[src/rtl/core/ukt_pkg.sv]
package ukt_pkg;

   // Default table depth
   localparam int CAPACITY_DEF = 16;

   // Field widths
   localparam int KEY_W    = 32;
   localparam int VALUE_W  = 32;
   localparam int STATUS_W = 3;
   localparam int TOTAL_W  = 5;
   localparam int ENTRY_W  = KEY_W + VALUE_W;

   // Request kinds
   localparam logic KIND_INSERT = 1'b0;
   localparam logic KIND_REMOVE = 1'b1;

   // Result status codes
   localparam logic [STATUS_W-1:0] ST_INSERTED  = 3'd0;
   localparam logic [STATUS_W-1:0] ST_DUPLICATE = 3'd1;
   localparam logic [STATUS_W-1:0] ST_FULL      = 3'd2;
   localparam logic [STATUS_W-1:0] ST_REMOVED   = 3'd3;
   localparam logic [STATUS_W-1:0] ST_EMPTY     = 3'd4;

   // Controller to datapath commands
   typedef struct packed {
      logic load;    // capture request, restart walk at entry zero
      logic walk;    // issue next read, consume returned entry
      logic shift;   // walk moves entries down instead of comparing
      logic rewind;  // restart walk just above the selected entry
      logic commit;  // update table and register the result
   } cmd_type;

   // Datapath to controller status
   typedef struct packed {
      logic walk_done;  // all reads issued and consumed
      logic empty;      // no entries held
      logic remove;     // captured request is a removal
   } stat_type;

endpackage

[src/rtl/core/unique_key_table_delete_min.sv]
// Key/value table with unique-key insert and delete-minimum.
//
// Request channel: drive req_kind, req_key and req_value with start high;
// the transfer happens at a rising edge where start is high and busy is
// low. Insert appends unless the key is already held (duplicate) or the
// table is full; remove takes out the earliest entry with the smallest
// signed value and closes the gap, keeping insertion order.
//
// Result channel: rsp_strobe is high for exactly one cycle per request,
// with rsp_status, rsp_removed_key, rsp_removed_value and rsp_entry_total
// valid in that cycle. The receiver cannot stall; each result must be
// taken in the cycle it is shown.
//
// With N entries held, an insert walks all N entries through the single
// read port of the entry store before the strobe. A removal walks the
// table once to find the minimum and again from the slot after the chosen
// one to shift later entries down. One request is in work at a time; busy
// is high meanwhile.
//
// Reset empties the table and drops any request in work; no clearing pass.
module unique_key_table_delete_min #(
   parameter int CAPACITY = ukt_pkg::CAPACITY_DEF
) (
   input  logic                               clock,
   input  logic                               reset,
   input  logic                               start,
   output logic                               busy,
   input  logic                               req_kind,
   input  logic signed [ukt_pkg::KEY_W-1:0]   req_key,
   input  logic signed [ukt_pkg::VALUE_W-1:0] req_value,
   output logic                               rsp_strobe,
   output logic [ukt_pkg::STATUS_W-1:0]       rsp_status,
   output logic signed [ukt_pkg::KEY_W-1:0]   rsp_removed_key,
   output logic signed [ukt_pkg::VALUE_W-1:0] rsp_removed_value,
   output logic [ukt_pkg::TOTAL_W-1:0]        rsp_entry_total
);

   ukt_pkg::cmd_type  cmd;
   ukt_pkg::stat_type stat;

   // Sequencer
   ukt_ctrl u_ctrl (
      .clock (clock),
      .reset (reset),
      .start (start),
      .busy  (busy),
      .stat  (stat),
      .cmd   (cmd)
   );

   // Entry store, scan and result registers
   ukt_datapath #(
      .CAPACITY (CAPACITY)
   ) u_datapath (
      .clock             (clock),
      .reset             (reset),
      .cmd               (cmd),
      .stat              (stat),
      .req_kind          (req_kind),
      .req_key           (req_key),
      .req_value         (req_value),
      .rsp_strobe        (rsp_strobe),
      .rsp_status        (rsp_status),
      .rsp_removed_key   (rsp_removed_key),
      .rsp_removed_value (rsp_removed_value),
      .rsp_entry_total   (rsp_entry_total)
   );

endmodule

[src/rtl/core/ukt_ctrl.sv]
module ukt_ctrl (
   input  logic              clock,
   input  logic              reset,
   input  logic              start,
   output logic              busy,
   input  ukt_pkg::stat_type stat,
   output ukt_pkg::cmd_type  cmd
);

   localparam logic [1:0] S_IDLE   = 2'd0;
   localparam logic [1:0] S_SCAN   = 2'd1;
   localparam logic [1:0] S_SHIFT  = 2'd2;
   localparam logic [1:0] S_FINISH = 2'd3;

   logic [1:0] state_ff;
   logic [1:0] state_in;

   // Next state and commands
   always_comb begin
      state_in = state_ff;
      cmd      = '0;
      unique case (state_ff)
         S_IDLE: begin
            if (start) begin
               cmd.load = 1'b1;
               state_in = S_SCAN;
            end
         end
         S_SCAN: begin
            if (stat.walk_done) begin
               if (stat.remove && !stat.empty) begin
                  cmd.rewind = 1'b1;
                  state_in   = S_SHIFT;
               end else begin
                  state_in = S_FINISH;
               end
            end else begin
               cmd.walk = 1'b1;
            end
         end
         S_SHIFT: begin
            if (stat.walk_done) begin
               state_in = S_FINISH;
            end else begin
               cmd.walk  = 1'b1;
               cmd.shift = 1'b1;
            end
         end
         S_FINISH: begin
            cmd.commit = 1'b1;
            state_in   = S_IDLE;
         end
         default: begin
            state_in = S_IDLE;
         end
      endcase
   end

   always_ff @(posedge clock) begin
      if (reset) begin
         state_ff <= S_IDLE;
      end else begin
         state_ff <= state_in;
      end
   end

   assign busy = (state_ff != S_IDLE);

   // Checks
   a_accept_scans: assert property (@(posedge clock) disable iff (reset)
      (start && !busy) |=> (state_ff == S_SCAN))
      else $error("accepted request did not enter scan");

   a_finish_once: assert property (@(posedge clock) disable iff (reset)
      (state_ff == S_FINISH) |=> (state_ff == S_IDLE))
      else $error("finish state held more than one cycle");

   a_shift_is_removal: assert property (@(posedge clock) disable iff (reset)
      (state_ff == S_SHIFT) |-> stat.remove)
      else $error("shift pass on a request that is not a removal");

endmodule

[src/rtl/core/ukt_datapath.sv]
module ukt_datapath #(
   parameter int CAPACITY = ukt_pkg::CAPACITY_DEF
) (
   input  logic                               clock,
   input  logic                               reset,
   input  ukt_pkg::cmd_type                   cmd,
   output ukt_pkg::stat_type                  stat,
   input  logic                               req_kind,
   input  logic signed [ukt_pkg::KEY_W-1:0]   req_key,
   input  logic signed [ukt_pkg::VALUE_W-1:0] req_value,
   output logic                               rsp_strobe,
   output logic [ukt_pkg::STATUS_W-1:0]       rsp_status,
   output logic signed [ukt_pkg::KEY_W-1:0]   rsp_removed_key,
   output logic signed [ukt_pkg::VALUE_W-1:0] rsp_removed_value,
   output logic [ukt_pkg::TOTAL_W-1:0]        rsp_entry_total
);

   localparam int IdxW = (CAPACITY > 1) ? $clog2(CAPACITY) : 1;
   localparam int CntW = $clog2(CAPACITY + 1);

   // Entry store: key in the upper half, value in the lower half
   logic [ukt_pkg::ENTRY_W-1:0] entry_ff [CAPACITY];
   logic [ukt_pkg::ENTRY_W-1:0] rd_data_ff;

   logic                        rd_en;
   logic [IdxW-1:0]             rd_addr;
   logic                        wr_en;
   logic [IdxW-1:0]             wr_addr;
   logic [ukt_pkg::ENTRY_W-1:0] wr_data;

   // Table and walk control
   logic [CntW-1:0] fill_ff,     fill_in;
   logic [CntW-1:0] rd_ptr_ff,   rd_ptr_in;
   logic            pend_ff,     pend_in;
   logic [IdxW-1:0] pend_idx_ff, pend_idx_in;
   logic            dup_ff,      dup_in;

   // Current minimum
   logic [IdxW-1:0]                    best_idx_ff,   best_idx_in;
   logic signed [ukt_pkg::KEY_W-1:0]   best_key_ff,   best_key_in;
   logic signed [ukt_pkg::VALUE_W-1:0] best_value_ff, best_value_in;

   // Captured request
   logic                               req_kind_ff,  req_kind_in;
   logic signed [ukt_pkg::KEY_W-1:0]   req_key_ff,   req_key_in;
   logic signed [ukt_pkg::VALUE_W-1:0] req_value_ff, req_value_in;

   // Result registers
   logic                               rsp_valid_ff,  rsp_valid_in;
   logic [ukt_pkg::STATUS_W-1:0]       rsp_status_ff, rsp_status_in;
   logic signed [ukt_pkg::KEY_W-1:0]   rsp_key_ff,    rsp_key_in;
   logic signed [ukt_pkg::VALUE_W-1:0] rsp_value_ff,  rsp_value_in;
   logic [ukt_pkg::TOTAL_W-1:0]        rsp_total_ff,  rsp_total_in;

   logic signed [ukt_pkg::KEY_W-1:0]   rd_key;
   logic signed [ukt_pkg::VALUE_W-1:0] rd_value;

   assign rd_key   = rd_data_ff[ukt_pkg::ENTRY_W-1:ukt_pkg::VALUE_W];
   assign rd_value = rd_data_ff[ukt_pkg::VALUE_W-1:0];

   // Walk, compare, shift and commit
   always_comb begin
      fill_in       = fill_ff;
      rd_ptr_in     = rd_ptr_ff;
      pend_in       = pend_ff;
      pend_idx_in   = pend_idx_ff;
      dup_in        = dup_ff;
      best_idx_in   = best_idx_ff;
      best_key_in   = best_key_ff;
      best_value_in = best_value_ff;
      req_kind_in   = req_kind_ff;
      req_key_in    = req_key_ff;
      req_value_in  = req_value_ff;
      rsp_valid_in  = 1'b0;
      rsp_status_in = rsp_status_ff;
      rsp_key_in    = rsp_key_ff;
      rsp_value_in  = rsp_value_ff;
      rsp_total_in  = rsp_total_ff;
      rd_en         = 1'b0;
      rd_addr       = rd_ptr_ff[IdxW-1:0];
      wr_en         = 1'b0;
      wr_addr       = pend_idx_ff - IdxW'(1);
      wr_data       = rd_data_ff;

      if (cmd.load) begin
         req_kind_in  = req_kind;
         req_key_in   = req_key;
         req_value_in = req_value;
         rd_ptr_in    = '0;
         pend_in      = 1'b0;
         dup_in       = 1'b0;
      end

      if (cmd.rewind) begin
         rd_ptr_in = CntW'(best_idx_ff) + CntW'(1);
         pend_in   = 1'b0;
      end

      if (cmd.walk) begin
         pend_in = 1'b0;
         if (rd_ptr_ff != fill_ff) begin
            rd_en       = 1'b1;
            rd_ptr_in   = rd_ptr_ff + CntW'(1);
            pend_in     = 1'b1;
            pend_idx_in = rd_ptr_ff[IdxW-1:0];
         end
         if (pend_ff) begin
            if (cmd.shift) begin
               // move returned entry one slot down
               wr_en = 1'b1;
            end else begin
               if (rd_key == req_key_ff) begin
                  dup_in = 1'b1;
               end
               // strict less-than keeps the earliest of equal values
               if (pend_idx_ff == '0 || rd_value < best_value_ff) begin
                  best_idx_in   = pend_idx_ff;
                  best_key_in   = rd_key;
                  best_value_in = rd_value;
               end
            end
         end
      end

      if (cmd.commit) begin
         rsp_valid_in = 1'b1;
         rsp_key_in   = '0;
         rsp_value_in = '0;
         if (req_kind_ff == ukt_pkg::KIND_INSERT) begin
            if (dup_ff) begin
               rsp_status_in = ukt_pkg::ST_DUPLICATE;
            end else if (fill_ff >= CntW'(CAPACITY)) begin
               rsp_status_in = ukt_pkg::ST_FULL;
            end else begin
               wr_en         = 1'b1;
               wr_addr       = fill_ff[IdxW-1:0];
               wr_data       = {req_key_ff, req_value_ff};
               fill_in       = fill_ff + CntW'(1);
               rsp_status_in = ukt_pkg::ST_INSERTED;
            end
         end else if (fill_ff == '0) begin
            rsp_status_in = ukt_pkg::ST_EMPTY;
         end else begin
            rsp_status_in = ukt_pkg::ST_REMOVED;
            rsp_key_in    = best_key_ff;
            rsp_value_in  = best_value_ff;
            fill_in       = fill_ff - CntW'(1);
         end
         rsp_total_in = ukt_pkg::TOTAL_W'(fill_in);
      end
   end

   // Entry store ports
   always_ff @(posedge clock) begin
      if (wr_en) begin
         entry_ff[wr_addr] <= wr_data;
      end
   end

   always_ff @(posedge clock) begin
      if (rd_en) begin
         rd_data_ff <= entry_ff[rd_addr];
      end
   end

   // Control state
   always_ff @(posedge clock) begin
      if (reset) begin
         fill_ff      <= '0;
         pend_ff      <= 1'b0;
         rsp_valid_ff <= 1'b0;
      end else begin
         fill_ff      <= fill_in;
         pend_ff      <= pend_in;
         rsp_valid_ff <= rsp_valid_in;
      end
   end

   // Payload state
   always_ff @(posedge clock) begin
      rd_ptr_ff     <= rd_ptr_in;
      pend_idx_ff   <= pend_idx_in;
      dup_ff        <= dup_in;
      best_idx_ff   <= best_idx_in;
      best_key_ff   <= best_key_in;
      best_value_ff <= best_value_in;
      req_kind_ff   <= req_kind_in;
      req_key_ff    <= req_key_in;
      req_value_ff  <= req_value_in;
      rsp_status_ff <= rsp_status_in;
      rsp_key_ff    <= rsp_key_in;
      rsp_value_ff  <= rsp_value_in;
      rsp_total_ff  <= rsp_total_in;
   end

   assign stat.walk_done = (rd_ptr_ff == fill_ff) && !pend_ff;
   assign stat.empty     = (fill_ff == '0);
   assign stat.remove    = (req_kind_ff == ukt_pkg::KIND_REMOVE);

   assign rsp_strobe        = rsp_valid_ff;
   assign rsp_status        = rsp_status_ff;
   assign rsp_removed_key   = rsp_key_ff;
   assign rsp_removed_value = rsp_value_ff;
   assign rsp_entry_total   = rsp_total_ff;

   // Checks
   a_fill_bound: assert property (@(posedge clock) disable iff (reset)
      fill_ff <= CntW'(CAPACITY))
      else $error("fill count above capacity");

   a_read_in_range: assert property (@(posedge clock) disable iff (reset)
      rd_en |-> (CntW'(rd_addr) < fill_ff))
      else $error("read beyond held entries");

   a_removed_zero: assert property (@(posedge clock) disable iff (reset)
      (rsp_valid_ff && rsp_status_ff != ukt_pkg::ST_REMOVED)
         |-> (rsp_key_ff == '0 && rsp_value_ff == '0))
      else $error("removed fields nonzero without a removal");

endmodule
[config.mk]
export PLATFORM = sky130hd
export DESIGN_NAME = unique_key_table_delete_min
export DESIGN_NICKNAME = d
export VERILOG_FILES = /design/src/rtl/core/ukt_pkg.sv /design/src/rtl/core/unique_key_table_delete_min.sv /design/src/rtl/core/ukt_ctrl.sv /design/src/rtl/core/ukt_datapath.sv
export SDC_FILE = /design/constraint.sdc
export NUM_CORES = 1
export LEC_CHECK = 0
export BUFFER_PORTS_ARGS = -buffer_cell sky130_fd_sc_hd__buf_2
export CAP_MARGIN = 20
export CORE_ASPECT_RATIO = 1.2
export CORE_MARGIN = 4
export CORE_UTILIZATION = 45
export CTS_BUF_LIST = sky130_fd_sc_hd__clkbuf_8
export DETAILED_ROUTE_END_ITERATION = 8
export GPL_ROUTABILITY_DRIVEN = 0
export PLACE_DENSITY = 0.62
export REMOVE_ABC_BUFFERS = 1
export SYNTH_ARGS = -nofsm -noshare
export SYNTH_HDL_FRONTEND = slang
export SYNTH_SLANG_ARGS = --single-unit
export TNS_END_PERCENT = 10
[constraint.sdc]
create_clock -name clock -period 14.7 [get_ports clock]
set_clock_uncertainty 0.05 [all_clocks]
set_input_delay 2.205 -clock clock [delete_from_list [all_inputs] [get_ports clock]]
set_output_delay 2.205 -clock clock [all_outputs]
set_load 0.1 [all_outputs]
==> results of run 1 <==
-- kinds of logic (layout without fill, tap and decap cells) --
family	after synthesis	after routing	synth area share
XOR/XNOR	43	43	0.00750
AND/OR/NAND/NOR	370	370	0.0321
multiplexers	324	324	0.144
buffers and inverters	148	599	0.0152
flip-flops	1312	1312	0.782
other	0	1	0
AO/OA/AOI/OAI	63	63	0.00823
adder cells (fa/ha/maj)	42	42	0.0105
-- layout make-up --
cell class / instances / area [µm²] / area share
sequential: 1312 / 39300 / 0.695
multi-input combinational: 842 / 10300 / 0.183
clock buffer: 210 / 2890 / 0.0511
tap: 1485 / 1860 / 0.0329
timing repair buffer: 188 / 1160 / 0.0205
clock inverter: 157 / 846 / 0.0150
inverter: 44 / 168 / 0.00297
antenna: 1 / 2.50 / 0.0000443
-- report_power, final --
group,switching [mW],internal (mW),leakage (nW)
clock network,1.38,1.44,2.13
logic,1.33,0.852,4.24
registers,0.226,4.78,11.9
total,2.93,7.08,18.2
-- registers in the layout, summed over array words and instances (netlist names) --
register and count:
u_datapath.rsp_removed_key 32, u_ctrl.state_ff 2, u_datapath.req_value_ff 32, u_datapath.req_kind_ff 1, u_datapath.req_key_ff 32, u_datapath.rsp_strobe 1, u_datapath.rsp_removed_value 32, u_datapath.best_value_ff 32
u_datapath.pend_idx_ff 4, u_datapath.rd_ptr_ff 5, u_datapath.best_key_ff 32, u_datapath.dup_ff 1, u_datapath.entry_ff 1024, u_datapath.rd_data_ff 64, u_datapath.best_idx_ff 4, u_datapath.fill_ff 5
u_datapath.pend_ff 1, u_datapath.rsp_status 3, u_datapath.rsp_entry_total 5
-- worst min path at each step --
stage               slack, ps                            to  cells after the start
floorplan                 390   u_datapath.best_value_ff[0]                      0
global placement          420   u_datapath.best_value_ff[2]                      0
detailed placement        420     u_datapath.best_idx_ff[1]                      0
CTS                       430  u_datapath.best_value_ff[31]                      0
global route              440   u_datapath.best_value_ff[2]                      0
finish                    430  u_datapath.best_value_ff[31]                      0
-- Yosys cell counts (2+ instances only) --
library cell / n
edfxtp_1: 1297
mux4_2: 320
nand2_1: 215
nor2_1: 65
clkbuf_1: 49
ha_1: 42
inv_1: 42
and2_1: 35
xnor2_1: 35
buf_6: 24
buf_2: 23
a21oi_1: 16
dfxtp_1: 15
nand4_1: 13
nand3_1: 12
o21ai_0: 11
nor3_1: 10
a31oi_1: 8
buf_1: 8
xor2_1: 8
mux2i_1: 4
a211oi_1: 3
nand2b_1: 3
nand3b_1: 3
a2111oi_0: 2
a21o_1: 2
a221oi_1: 2
a311oi_1: 2
and2_0: 2
and3_1: 2
inv_2: 2
nor3_2: 2
nor4_1: 2
nor4b_1: 2
o21ai_1: 2
o32a_1: 2
-- worst max-delay path, delay by kind of cell, from the launching register on --
| kind | cells | cell delay, ps |
|---|---|---|
| buf+inv | 4 | 2420 |
| flops | 1 | 690 |
| mux | 2 | 1090 |
-- layout by cell type, fill, tap and decap left out, drive strengths merged, types with 4 or more instances in the layout --
cell         n
nand4       13
a21oi       16
clkinvlp     5
nand2      215
ha          42
dfxtp       15
xor2         8
o21ai       14
a31oi        8
nor3        12
mux2i        4
inv        105
nand3       12
bufinv       7
mux4       320
clkbuf     210
and2        37
clkinv      84
nor2        65
edfxtp    1297
buf        188
xnor2       35
-- metal layers --
metal / GRT usage / vias up / wire length, µm
met3: 0.0389 / 189 / 7250
met2: 0.334 / 864 / 58700
met5: 0 / - / 0
met1: 0.265 / 12606 / 46800
li1: - / 10007 / -
met4: 0.0615 / 0 / 2890
==> results.cfg, run 1 <==
[run_status]
status = complete, no violations

[global_routing]
grt_pass1_vias = 25350
grt_max_degree = 78
antenna_found_initial = 2
grt-ovfl-total = 0
grt_pass1_wl_mm = 169
grt.total_usage = 0.199

[flow_run]
maxCapViolCount = 0

[floorplanning]
io_pins = 142
start_util = 0.456
die_w_um = 313
dieArea_um2 = 117000
chipHeight_um = 374
num_rows = 133
core_um2 = 110000

[hold_path]
hold_class = reg2reg
hp-start = u_datapath.rd_data_ff[31]

[critical_path]
arrival_ps = 5210
r2r_start = u_datapath.rd_ptr_ff[0]
worst_path_most_repeated_cell = buf_4
crit_path_end_kind = flip-flop
crit_path_end = u_datapath.rd_data_ff[42]
reg2reg_depth = 6
crit_path_cell_trace = buf_4, buf_16, buf_4, buf_4, mux4_2, mux4_2
slowest_stage = buf_4
worstReg2RegEnd = u_datapath.rd_data_ff[42]
cp.required_ps = 15220
startpoint = u_datapath.rd_ptr_ff[0]
setup.worst_path.start_class = flip-flop
reg2reg_setup_slack_ps = 10010
critPathKind = reg2reg
slowest_delay_ps = 910
path_max_fanout = 50

[sta]
setup_tns_ps = 0
holdWs_ps = 431
finalSetupViolCount = 0
fin_crit_ps = 4690
slew_violations = 0
finalWorstSetupSlack_ps = 10010
max-slew-margin-rel = 0.269
worst_pin_slew_ps = 1100
hold_violations = 0
period_share = 0.319
rsz0062_at_grt = false
clock.fmax_mhz = 213

[pwr]
power.leakage_nw = 18.2
peakVddDrop_uv = 103
power_mw = 10.0
power_density_nw_per_um2 = 177

[final_layout]
fillers = 8757
nets = 2700
design_area_um2 = 56500
post_layout_nonfiller_instances = 4239
drive_above_1_share = 0.287
post-route-util = 0.513
area_growth_pct = 12.6

[yosys]
synthArstFlopShare = 0
synth_edf_count = 1297
ys_ff_latch = 1312
syn_area_per_cell_um2 = 21.8
synth_top_flop_cell = edfxtp_1
synth_warnings = 0
ys_seq_area_frac = 0.782
synth.distinct_cells = 53
netlist_top_cells_area = edfxtp_1 78%, mux4_2 14%, nand2_1 1.6%
syn-cell-area_um2 = 50200
synth_top_area_share = 0.776
synthCells = 2302
yosysTopAreaCell = edfxtp_1

[detailed_routing]
ant_nets = 0
wl_per_cell_um = 27.3
first_pass_iters = 6
vias = 23666
drc_errors = 0
drt-vias-per-instance = 5.58
drt_iter0_markers = 2366
finalWirelength_mm = 116

[clock_network]
clk_path_buf_depth = 3
cts_made_buffers = 202
htree_levels = 4
clkSlewWorstSetupHoldPaths_ps = 60
clkSinkCount = 1312
cts_root_buffer = clkbuf_8
ctsHoldBuffers = 0
clk_latency_ps = 850
cts-resized-gates = 0
post_cts_buffers = 0
tritoncts = yes

[placement]
portBuffers = 141
place_area_um2 = 52600
pre_cts_ws_ps = 9540
place_hpwl_mm = 63.1
place_inst = 3866
Note: power is estimated with default switching activity, not from simulation.
==> run 2: changes to the inputs <==
==> constraint.sdc (replaced) <==
create_clock -name clock -period 4.4 [get_ports clock]
set_clock_uncertainty 0.05 [all_clocks]
set_input_delay 0.66 -clock clock [delete_from_list [all_inputs] [get_ports clock]]
set_output_delay 0.66 -clock clock [all_outputs]
set_load 0.1 [all_outputs]
==> results.cfg, run 2 (synthesis results as in run 1) <==
[detailed_routing]
drc_errors = 0
drt-vias-per-instance = 5.54
met1_length_mm = 46.8
highest_layer = met4
drt_iter0_markers = 2397
first_pass_iters = 5
vias = 23898
wl_per_cell_um = 26.5
met3WireLength_mm = 6.83
ant_nets = 0
met2_wirelength_mm = 58.2
finalWirelength_mm = 114

[global_routing]
grt_pass1_vias = 25399
grt-ovfl-total = 0
antenna_found_initial = 2
grt_pass1_wl_mm = 170
grt_max_degree = 127
grt.total_usage = 0.198

[hold_path]
hold_class = in2reg
hp-start = start

[pwr]
power.leakage_nw = 18.6
p_int_mw = 23.6
peakVddDrop_uv = 411
clkPwrFrac = 0.280
power_density_nw_per_um2 = 584
p_seq_frac = 0.496
power_frac_comb = 0.225
power_mw = 33.5
p_sw_mw = 9.90
switching_share = 0.295

[clock_network]
cts_made_buffers = 199
clk_path_buf_depth = 3
tritoncts = yes
cts-resized-gates = 0
cts_root_buffer = clkbuf_8
htree_levels = 4
clkSinkCount = 1312
clk_latency_ps = 880
clkSlewWorstSetupHoldPaths_ps = 70

[final_layout]
drive_above_1_share = 0.282
post-route-util = 0.522
final_cell_mix = 1,297 x edfxtp_1, 320 x mux4_2, 214 x nand2_1
largestRegisters = u_datapath.entry_ff (1024), u_datapath.rd_data_ff (64)
nets = 2777
mostFrequentLayoutCell = edfxtp_1
area_growth_pct = 14.5
largest_reg_flops = 1024
regMostFlops = u_datapath.entry_ff

[sta]
period_share = 0.796
clock.fmax_mhz = 286
worst_pin_slew_ps = 1050
slew_violations = 0
max-slew-margin-rel = 0.300
rsz0062_at_grt = false
finalWorstSetupSlack_ps = 899
finalSetupViolCount = 0
hold_violations = 0
fin_crit_ps = 3500

[floorplanning]
io_pins = 142
core_um2 = 110000
start_util = 0.456
dieArea_um2 = 117000
die_w_um = 313
num_rows = 133
chipHeight_um = 374

[placement]
pre_cts_ws_ps = 923
place_hpwl_mm = 64.2
portBuffers = 141

[critical_path]
worst_path_most_repeated_cell = nand2_1
crit_path_end = u_datapath.entry_ff[13][21]
cp.required_ps = 4850
crit_buf_inv = 2
crit_path_cell_trace = nor3_2, buf_4, and2_4, nand2_1, o31ai_1, nand2_1, nor2_4, buf_12
arrival_ps = 3950
reg2reg_depth = 8
setup.worst_path.start_class = flip-flop
reg2reg_setup_slack_ps = 900
critPathKind = reg2reg
worstReg2RegEnd = u_datapath.entry_ff[13][21]
slowest_delay_ps = 660
startpoint = u_datapath.req_kind_ff
path_max_fanout = 51
path_depth = 8
slowest_stage = nor2_4
critPathTopFamily = simple AND/OR/NAND/NOR gates
crit_path_end_kind = flip-flop
r2r_start = u_datapath.req_kind_ff

[run_status]
status = complete, no violations

[flow_run]
maxCapViolCount = 0
run 2: cell count changes in the layout (fill, tap and decap cells not counted), moves of 2 or more:
cell,previous run,this run
clkinv_4,0,4
clkinvlp_4,5,3
dlygate4sd3_1,0,66
buf_16,5,0
inv_1,100,107
clkinv_1,59,51
clkbuf_8,210,205
clkinv_2,25,16
inv_8,2,4
buf_12,0,24
buf_4,42,37
inv_6,2,4
run 2: metal layers:
layer  vias to the layer above  GRT usage
met4                         0     0.0564
li1                      10171          -
met3                       170     0.0410
met2                       847      0.330
met1                     12710      0.266
met5                         -          0
run 2: area by class of cell:
| class | instances | area, µm² |
|---|---|---|
| diodes | 2 | 5.00 |
| flip-flops and latches | 1312 | 39300 |
| repair buffers | 268 | 2120 |
| clock buffers | 205 | 2820 |
| well taps | 1485 | 1860 |
| multi-input cells | 842 | 10300 |
| clock inverters | 154 | 873 |
| fillers | 8617 | 52700 |
| inverters | 44 | 168 |
run 2: repair_timing:
item,4_1_cts,5_1_grt
setup endpoints to repair,0,0
endpoints found under the hold margin,73,0
hold buffers,66,0
buffers inserted,0,0
run 2: worst min-delay path, delay by kind of cell:
family	cells	cell delay, ps
AOI/OAI and AO/OA	1	130
muxes	1	150
buffers and inverters	1	140
and+or+nand+nor	1	80
run 2: worst min-delay path by stage:
stage | endpoint | slack (ps) | cells after the start
after floorplan | u_datapath.best_value_ff[0] | 390 | 0
after global placement | u_datapath.best_value_ff[0] | 410 | 0
after detailed placement | u_datapath.best_value_ff[0] | 420 | 0
after CTS | u_ctrl.state_ff[1] | 180 | 4
after global routing | u_ctrl.state_ff[1] | 240 | 4
final | u_ctrl.state_ff[1] | 270 | 4
run 2: stage by stage:
step	cell area [µm²]	TNS, ps	cells	hold slack, ps
6_report	57500	0	4312	269
3_5_place_dp	53100	0	3885	423
5_1_grt	57500	0	4312	238
3_3_place_gp	53100	0	3885	408
2_1_floorplan	49600	-5602200	2198	390
4_1_cts	57400	0	4310	177
run 2: power by group through the flow:
| stage | clock (mW) | sequential [mW] | combinational, mW |
|---|---|---|---|
| floorplan | 0 | 17.2 | 4.51 |
| global placement | 0 | 16.9 | 7.36 |
| detailed placement | 0 | 16.9 | 7.59 |
| CTS | 9.64 | 16.6 | 7.65 |
| global route | 10.2 | 16.7 | 8.15 |
| finish | 9.38 | 16.6 | 7.54 |
==> run 3: changes to the inputs <==
--- a/config.mk
+++ b/config.mk
@@ -13,7 +13,7 @@
 export CTS_BUF_LIST = sky130_fd_sc_hd__clkbuf_8
 export DETAILED_ROUTE_END_ITERATION = 8
 export GPL_ROUTABILITY_DRIVEN = 0
-export PLACE_DENSITY = 0.62
+export PLACE_DENSITY = 0.64
 export REMOVE_ABC_BUFFERS = 1
 export SYNTH_ARGS = -nofsm -noshare
 export SYNTH_HDL_FRONTEND = slang
==> constraint.sdc (replaced) <==
create_clock -name clock -period 3.1 [get_ports clock]
set_clock_uncertainty 0.05 [all_clocks]
set_input_delay 0.465 -clock clock [delete_from_list [all_inputs] [get_ports clock]]
set_output_delay 0.465 -clock clock [all_outputs]
set_load 0.1 [all_outputs]
==> results.cfg, run 3 (synthesis results as in run 1) <==
[run_status]
status = complete, no violations

[critical_path]
reg2reg_setup_slack_ps = 130
path_max_fanout = 15
path_depth = 9
cp.required_ps = 3620
slowest_delay_ps = 430
critPathKind = reg2reg
arrival_ps = 3490
r2r_start = u_datapath.rd_data_ff[2]
reg2reg_depth = 9
crit_path_end = u_datapath.best_value_ff[12]
startpoint = u_datapath.rd_data_ff[2]
setup.worst_path.start_class = flip-flop
slowest_stage = edfxtp_1
crit_buf_inv = 2
crit_path_end_kind = flip-flop
crit_path_cell_trace = ha_1, a211o_1, a31oi_1, o221ai_2, a211oi_2, nor4b_1, nor4b_2, buf_6, clkbuf_16
worstReg2RegEnd = u_datapath.best_value_ff[12]
critPathTopFamily = compound AO/OA/AOI/OAI gates

[detailed_routing]
drt-vias-per-instance = 5.58
first_pass_iters = 5
drc_errors = 0
drt_iter0_markers = 2695
vias = 24179
wl_per_cell_um = 26.8
ant_nets = 0
finalWirelength_mm = 116

[pwr]
power.leakage_nw = 18.7
p_seq_frac = 0.495
peakVddDrop_uv = 532
power_frac_comb = 0.237
power_density_nw_per_um2 = 817
power_mw = 47.3
switching_share = 0.294
clkPwrFrac = 0.268
p_int_mw = 33.3
p_sw_mw = 13.9

[final_layout]
nets = 2803
drive_above_1_share = 0.287
fillers = 8656
largest_reg_flops = 1024
largestRegisters = u_datapath.entry_ff (1024), u_datapath.rd_data_ff (64)
post-route-util = 0.525
final_cell_mix = 1,297 x edfxtp_1, 320 x mux4_2, 214 x nand2_1
area_growth_pct = 15.3
mostFrequentLayoutCell = edfxtp_1
regMostFlops = u_datapath.entry_ff

[floorplanning]
die_w_um = 313
io_pins = 142
core_um2 = 110000
dieArea_um2 = 117000
start_util = 0.456
chipHeight_um = 374
num_rows = 133

[clock_network]
clk_latency_ps = 890
htree_levels = 4
cts_made_buffers = 196
cts_root_buffer = clkbuf_8
clkSlewWorstSetupHoldPaths_ps = 70
tritoncts = yes
clkSinkCount = 1312
clk_path_buf_depth = 3

[sta]
hold_violations = 0
period_share = 0.959
finalSetupViolCount = 0
fin_crit_ps = 2970
slew_violations = 0
clock.fmax_mhz = 336
worst_pin_slew_ps = 1080
setup_tns_ps = 0
holdWs_ps = 241
max-slew-margin-rel = 0.280
rsz0062_at_grt = true

[placement]
portBuffers = 141
place_hpwl_mm = 63.5

[global_routing]
grt-ovfl-total = 0
antenna_found_initial = 2
grt.total_usage = 0.200
grt_pass1_vias = 25431
grt_max_degree = 77
grt_pass1_wl_mm = 171

[hold_path]
hold_class = in2reg

[flow_run]
maxCapViolCount = 0
run 3: cell types whose count changed in the layout (fill, tap and decap cells not counted), moves of 2 or more:
| cell | before | now |
|---|---|---|
| buf_12 | 24 | 48 |
| clkbuf_8 | 205 | 202 |
| inv_1 | 107 | 102 |
| inv_8 | 4 | 0 |
| clkinvlp_4 | 3 | 7 |
| bufinv_16 | 7 | 3 |
| clkbuf_16 | 0 | 2 |
| buf_6 | 0 | 4 |
| buf_4 | 37 | 34 |
| clkinv_2 | 16 | 18 |
| clkinv_4 | 4 | 0 |
| clkinv_1 | 51 | 56 |
run 3: how the worst min path moves through the flow:
| stage | startpoint | to | slack (ps) | depth (start not counted) |
|---|---|---|---|---|
| after floorplan | u_datapath.rd_data_ff[0] | u_datapath.best_value_ff[0] | 390 | 0 |
| after global placement | u_datapath.rd_data_ff[29] | u_datapath.best_value_ff[29] | 410 | 0 |
| after detailed placement | u_datapath.pend_idx_ff[1] | u_datapath.best_idx_ff[1] | 420 | 0 |
| after CTS | req_key[30] | u_datapath.req_key_ff[30] | 150 | 2 |
| after global routing | req_key[30] | u_datapath.req_key_ff[30] | 170 | 2 |
| final | req_key[30] | u_datapath.req_key_ff[30] | 240 | 2 |
run 3: power by group through the flow:
stage          Combinational [mW]  Clock [mW]  Sequential [mW]
3_3_place_gp                 10.9           0             23.7
2_1_floorplan                5.42           0             24.4
5_1_grt                      12.1        13.9             23.5
4_1_cts                      11.3        13.0             23.4
3_5_place_dp                 11.2           0             23.8
6_report                     11.2        12.7             23.4
run 3: cell type report:
cell class,count,area (µm²),area share
repair buffers,297,2720,0.0469
multi-input cells,842,10300,0.179
clock buffers,202,2780,0.0481
inverters,44,169,0.00292
clock inverters,148,709,0.0123
flip-flops and latches,1312,39300,0.679
well taps,1485,1860,0.0321
diodes,2,5.00,0.0000865
run 3: routing by layer:
layer / vias up / GRT usage / part of all wire
li1: 10225 / - / -
met1: 12779 / 0.276 / 0.41
met2: 1031 / 0.323 / 0.50
met3: 144 / 0.0430 / 0.073
met4: 0 / 0.0625 / 0.022
met5: - / 0 / 0
run 3: what timing repair did:
item / CTS / global route
endpoints found under the hold margin: 74 / 0
resized for setup: 0 / 7
setup endpoints to repair: 0 / 101
setup buffers: 0 / 1
hold buffers: 67 / 0
run 3: per-stage QoR:
| stage | area (µm²) | cells | setup slack [ps] |
|---|---|---|---|
| 2_1_floorplan | 49600 | 2198 | -9130 |
| 3_5_place_dp | 53600 | 3910 | 106 |
| 5_1_grt | 57800 | 4331 | -42.6 |
| 3_3_place_gp | 53600 | 3910 | 124 |
| 6_report | 57800 | 4332 | 127 |
| 4_1_cts | 57700 | 4327 | 19.9 |
